<file path="config.mk">
export PLATFORM = sky130hd
export DESIGN_NAME = swdsq_ram
export DESIGN_NICKNAME = d
export VERILOG_FILES = /design/src/design/swdsq_ram.sv
export SDC_FILE = /design/constraint.sdc
export NUM_CORES = 1
export LEC_CHECK = 0
export ABC_AREA = 1
export BUFFER_PORTS_ARGS = -buffer_cell sky130_fd_sc_hd__clkbuf_2
export CELL_PAD_IN_SITES_DETAIL_PLACEMENT = 0
export CELL_PAD_IN_SITES_GLOBAL_PLACEMENT = 2
export CORE_MARGIN = 2
export CORE_UTILIZATION = 38
export CTS_BUF_LIST = sky130_fd_sc_hd__clkbuf_8 sky130_fd_sc_hd__clkbuf_16
export CTS_CLUSTER_DIAMETER = 80
export CTS_CLUSTER_SIZE = 40
export DETAILED_ROUTE_END_ITERATION = 8
export GPL_ROUTABILITY_DRIVEN = 0
export PLACE_DENSITY = 0.8
export SYNTH_ARGS = -nofsm -noshare
export SYNTH_HDL_FRONTEND = slang
export SYNTH_SLANG_ARGS = --single-unit
export TNS_END_PERCENT = 50
</file>
<file path="constraint.sdc">
create_clock -name clk -period 1.45 [get_ports clk]
set_input_delay 0.29 -clock clk [delete_from_list [all_inputs] [get_ports clk]]
set_output_delay 0.29 -clock clk [all_outputs]
set_load 0.05 [all_outputs]
</file>
<file path="src/design/swdsq_ram.sv">
// Generic single-port-write, registered-read RAM.
module swdsq_ram #(
  parameter int WIDTH = 8,
  parameter int DEPTH = 16
) (
  input  logic                     clk,
  input  logic                     we,
  input  logic [$clog2(DEPTH)-1:0] waddr,
  input  logic [WIDTH-1:0]         wdata,
  input  logic [$clog2(DEPTH)-1:0] raddr,
  output logic [WIDTH-1:0]         rdata
);

  logic [WIDTH-1:0] mem [DEPTH];

  always_ff @(posedge clk) begin
    if (we) begin
      mem[waddr] <= wdata;
    end
    rdata <= mem[raddr];
  end

endmodule

</file>
# Yosys cells after proc, flatten, opt, wreduce, memory -nomap -nowiden
# Memory sizes are Yosys's and may differ from the RTL's. A register that Yosys moved wholly into a read port is not among the register bits.
# Cells that the tools add are included.
# classes
n_mux,2
# ops
operator,count
1-bit two-way mux,2
# totals
regBits,0
mem_bits_rw,128
input_bits,18
out_inout_bits,8
mem_count,1
# mem_list
memory,depth,word_bits,rd,rd_clocked_by_memory_dff,wr,line_no,text
mem,16,8,1,1,1,14,logic [WIDTH-1:0] mem [DEPTH];

# Logic depth before layout (Yosys ltp)
# depth
ltp_word,2
mapped_depth,8
ltp_nobuf,7

# Worst setup path after synthesis
# OpenSTA, ideal clock, no wires.
# synth_timing
path_kind,input to register
startpoint,input port waddr[2]
endpoint,memory mem[10][0] (enable)
setup_time_ps,370
arrival_time_ps,871
t_required_ps,1080
path_slack_ps,209
stages,2
n_path_buf,0
path_cell_list,nand3b_1 nor2_1
# synth_rtl
element,line_no,text
"start, declared",8,"input logic [$clog2(DEPTH)-1:0] waddr,"
"end, declared",14,
# Straight into the memory's write port.

# Worst setup path in the final report
# layout_timing
startpoint,"register rdata[3], read port of mem"
endpoint,output port rdata[3]
# layout_rtl
element,line_no,text
"start, declared",11,output logic [WIDTH-1:0] rdata
# No word-level cell between the ends.

==> impl_results.md <==
* Run status: finished clean
* Final WL at 13600 um
* Clock skew after layout at 0.00660 ns
* Power per cell area at 1350 nW/um^2
* Worst path slowest cell: sky130_fd_sc_hd__dfxtp_1
* Placed Cells incl. Taps at 772
* Drt first-iter violations at 320
* Classification of the worst setup path: flop to primary output
* Sequential cell fraction of total power at 47.9%
* First drt pass iteration count at 4
* Wire length of the first global-routing pass at 21500 um
* Worst Hold Class: primary input to flop
* GRT Util Overall at 18.4%
* Maximum operating frequency at 732 MHz
* Clock transition at the registers of the reported paths at 0.06 ns
* Combinational fraction of design power at 7.2%
* Count of warnings emitted by yosys at 0
* Pin count of the biggest net entering global routing at 33
* Hold Fails Final Rpt at 0
* Post-synthesis instance area at 5770 um^2
* Highest net fanout along the worst path at 1
* Critical path's top delay family: flip-flops
* Total clock buffers created by CTS at 17
* Number of vias in the routed layout at 3778
* Placement row count at 45
* Post-CTS Setup Bufs at 0
* Sequential-to-total area share from yosys stat at 69.4%
* Synthesis-to-finish area growth at 18.9%
* I/O pins at 26
* Via count of the first global-routing pass at 3823
* Final count of negative-setup-slack endpoints at 0
* Leading cell type in the layout, fill and taps excluded: sky130_fd_sc_hd__nand2_1
* Portion of synthesized cell area occupied by the leading cell type at 66.7%
* Peak supply drop at 754 uV
* Core area at 15000 um^2
* Chip Height at 127 um
* Worst EP arrival at 1.08 ns
* Crit path buf inv count at 1
* Non-Filler Instances at 804
* Number of sinks on the clock net at 136
* Number of unique standard cell types used by synthesis at 12
* Initial antenna violation count at 1
* Critical Path Sink Type: primary output
* Longest individual stage delay on the worst path at 0.40 ns
* Sum of negative setup slack at 0 ns
* Library cell occupying the most area in the post-synthesis netlist: sky130_fd_sc_hd__edfxtp_1
* Maximum level of the CTS H-tree at 4
* DIE AREA at 16200 um^2
* Starting Density at 38.4%
* Routed Antenna Nets at 0
* Cell types occupying the most area after synthesis: sky130_fd_sc_hd__edfxtp_1, sky130_fd_sc_hd__nand2_1, sky130_fd_sc_hd__nand3_1, sky130_fd_sc_hd__inv_1, sky130_fd_sc_hd__dfxtp_1
* Fraction of power spent switching nets at 21.9%
* Number of instances in the synthesized netlist at 551
* Part of the cycle the worst path needs at 94.2%
* Worst Tran Pin Value at 0.461 ns
* Net switching power at 0.00202 W
* Die Width at 127 um
* Clock insertion delay at the later pin of the skew report at 0.42 ns
* Relative slew margins at 69.3%
* Pint at 0.00722 W
* Post-route DRC violation count at 0
* Top library cells by usage in the layout, fill and taps aside: sky130_fd_sc_hd__nand2_1, sky130_fd_sc_hd__edfxtp_1, sky130_fd_sc_hd__inv_1
* Count of final max-slew check failures at 0
* Antenna cell count at 0
* Syn Nets at 569
* Share of final-layout standard cells stronger than drive strength 1 at 14.3%
* CTS Root Buffer Type: sky130_fd_sc_hd__clkbuf_16
* Fin nets at 621
* MaxCap Viol Count at 0
* CTS tree: built
* Total half-perimeter wirelength after legalization and detailed placement at 8660 um
* Post-DR wirelength/cell at 16.9 um
* Number of buffer cells added on primary ports at 25
* Overflow left after global routing at 0
* Number of buffers on the longest clock path at 2
* Worst path cell trace: clkbuf_4
* Number of vias per cell after detailed routing at 4.70
* Startpoint type of the worst setup path: flop
* Fin crit period at 1.37 ns
* CP required at 1.16 ns
* Leakage power figure at 3.01 nW
* Clock share of power at 44.9%
* RSZ-0062 raised after global routing: false
* Flip-flop and latch count after synthesis at 136
* Post-synthesis average cell area at 10.5 um^2
[metrics by stage]
step / util, % / power [W] / area (um^2) / hold slack, ns / setup slack (ns)
final: 45.6 / 0.00924 / 6850 / 0.338 / 0.0836
after global routing: 45.6 / 0.00958 / 6850 / 0.350 / 0.0167
after CTS: 45.6 / 0.00932 / 6850 / 0.321 / 0.00185
after detailed placement: 41.7 / 0.00518 / 6280 / 0.657 / 0.00849
after global placement: 41.7 / 0.00517 / 6280 / 0.658 / 0.0150
after floorplan: - / 0.00490 / 5770 / 0.389 / 0.209
[flip-flops by register name, summed over array words and instances (netlist names)]
name,count
mem,128
rdata,8
[power groups by stage]
stage / clock network [W] / registers (W) / logic (W)
6_report: 0.00415 / 0.00442 / 0.000669
5_1_grt: 0.00441 / 0.00443 / 0.000740
4_1_cts: 0.00421 / 0.00442 / 0.000681
3_5_place_dp: 0 / 0.00451 / 0.000679
3_3_place_gp: 0 / 0.00450 / 0.000671
2_1_floorplan: 0 / 0.00459 / 0.000310
[cell type report]
class | count | area [um^2]
clock buffers | 20 | 467
clock inverters | 12 | 109
fillers | 1391 | 8180
inverters | 102 | 383
multi-input cells | 289 | 1210
flip-flops and latches | 136 | 4000
well taps | 188 | 235
repair buffers | 57 | 443
[routing by layer]
metal | routed length [um] | up-vias | track usage [%]
li1 | - | 1874 | -
met1 | 6030 | 1798 | 24.2
met2 | 6330 | 81 | 28.7
met3 | 877 | 23 | 5.15
met4 | 299 | 2 | 7.89
met5 | 12 | - | 0
[final timing paths]
kind	start	end	slack [ns]	cells past startpoint
hold / removal	raddr[3]	rdata[7]	0.34	4
setup reg to reg	mem[7][5]	rdata[5]	0.40	6
setup / recovery	rdata[3]	rdata[3]	0.08	1
hold reg to reg	mem[10][6]	rdata[6]	0.67	6
[Yosys cell counts]
library cell	number
sky130_fd_sc_hd__nand2_1	173
sky130_fd_sc_hd__edfxtp_1	128
sky130_fd_sc_hd__inv_1	100
sky130_fd_sc_hd__nand3_1	97
sky130_fd_sc_hd__nor2_1	17
sky130_fd_sc_hd__buf_2	13
sky130_fd_sc_hd__dfxtp_1	8
sky130_fd_sc_hd__buf_6	6
sky130_fd_sc_hd__buf_4	4
sky130_fd_sc_hd__inv_2	2
sky130_fd_sc_hd__nand3b_1	2
sky130_fd_sc_hd__buf_1	1
[logic make-up after synthesis]
family	count (synthesis)	share of synthesized area, %
flops	136	69.4
simple gates	289	21.0
buf+inv	126	9.52
[what timing repair did]
item	4_1_cts	5_1_grt
resized for setup	0	2
hold buffers	0	0
endpoints found under the setup margin	0	1
Power figures use the tool's default switching activity.
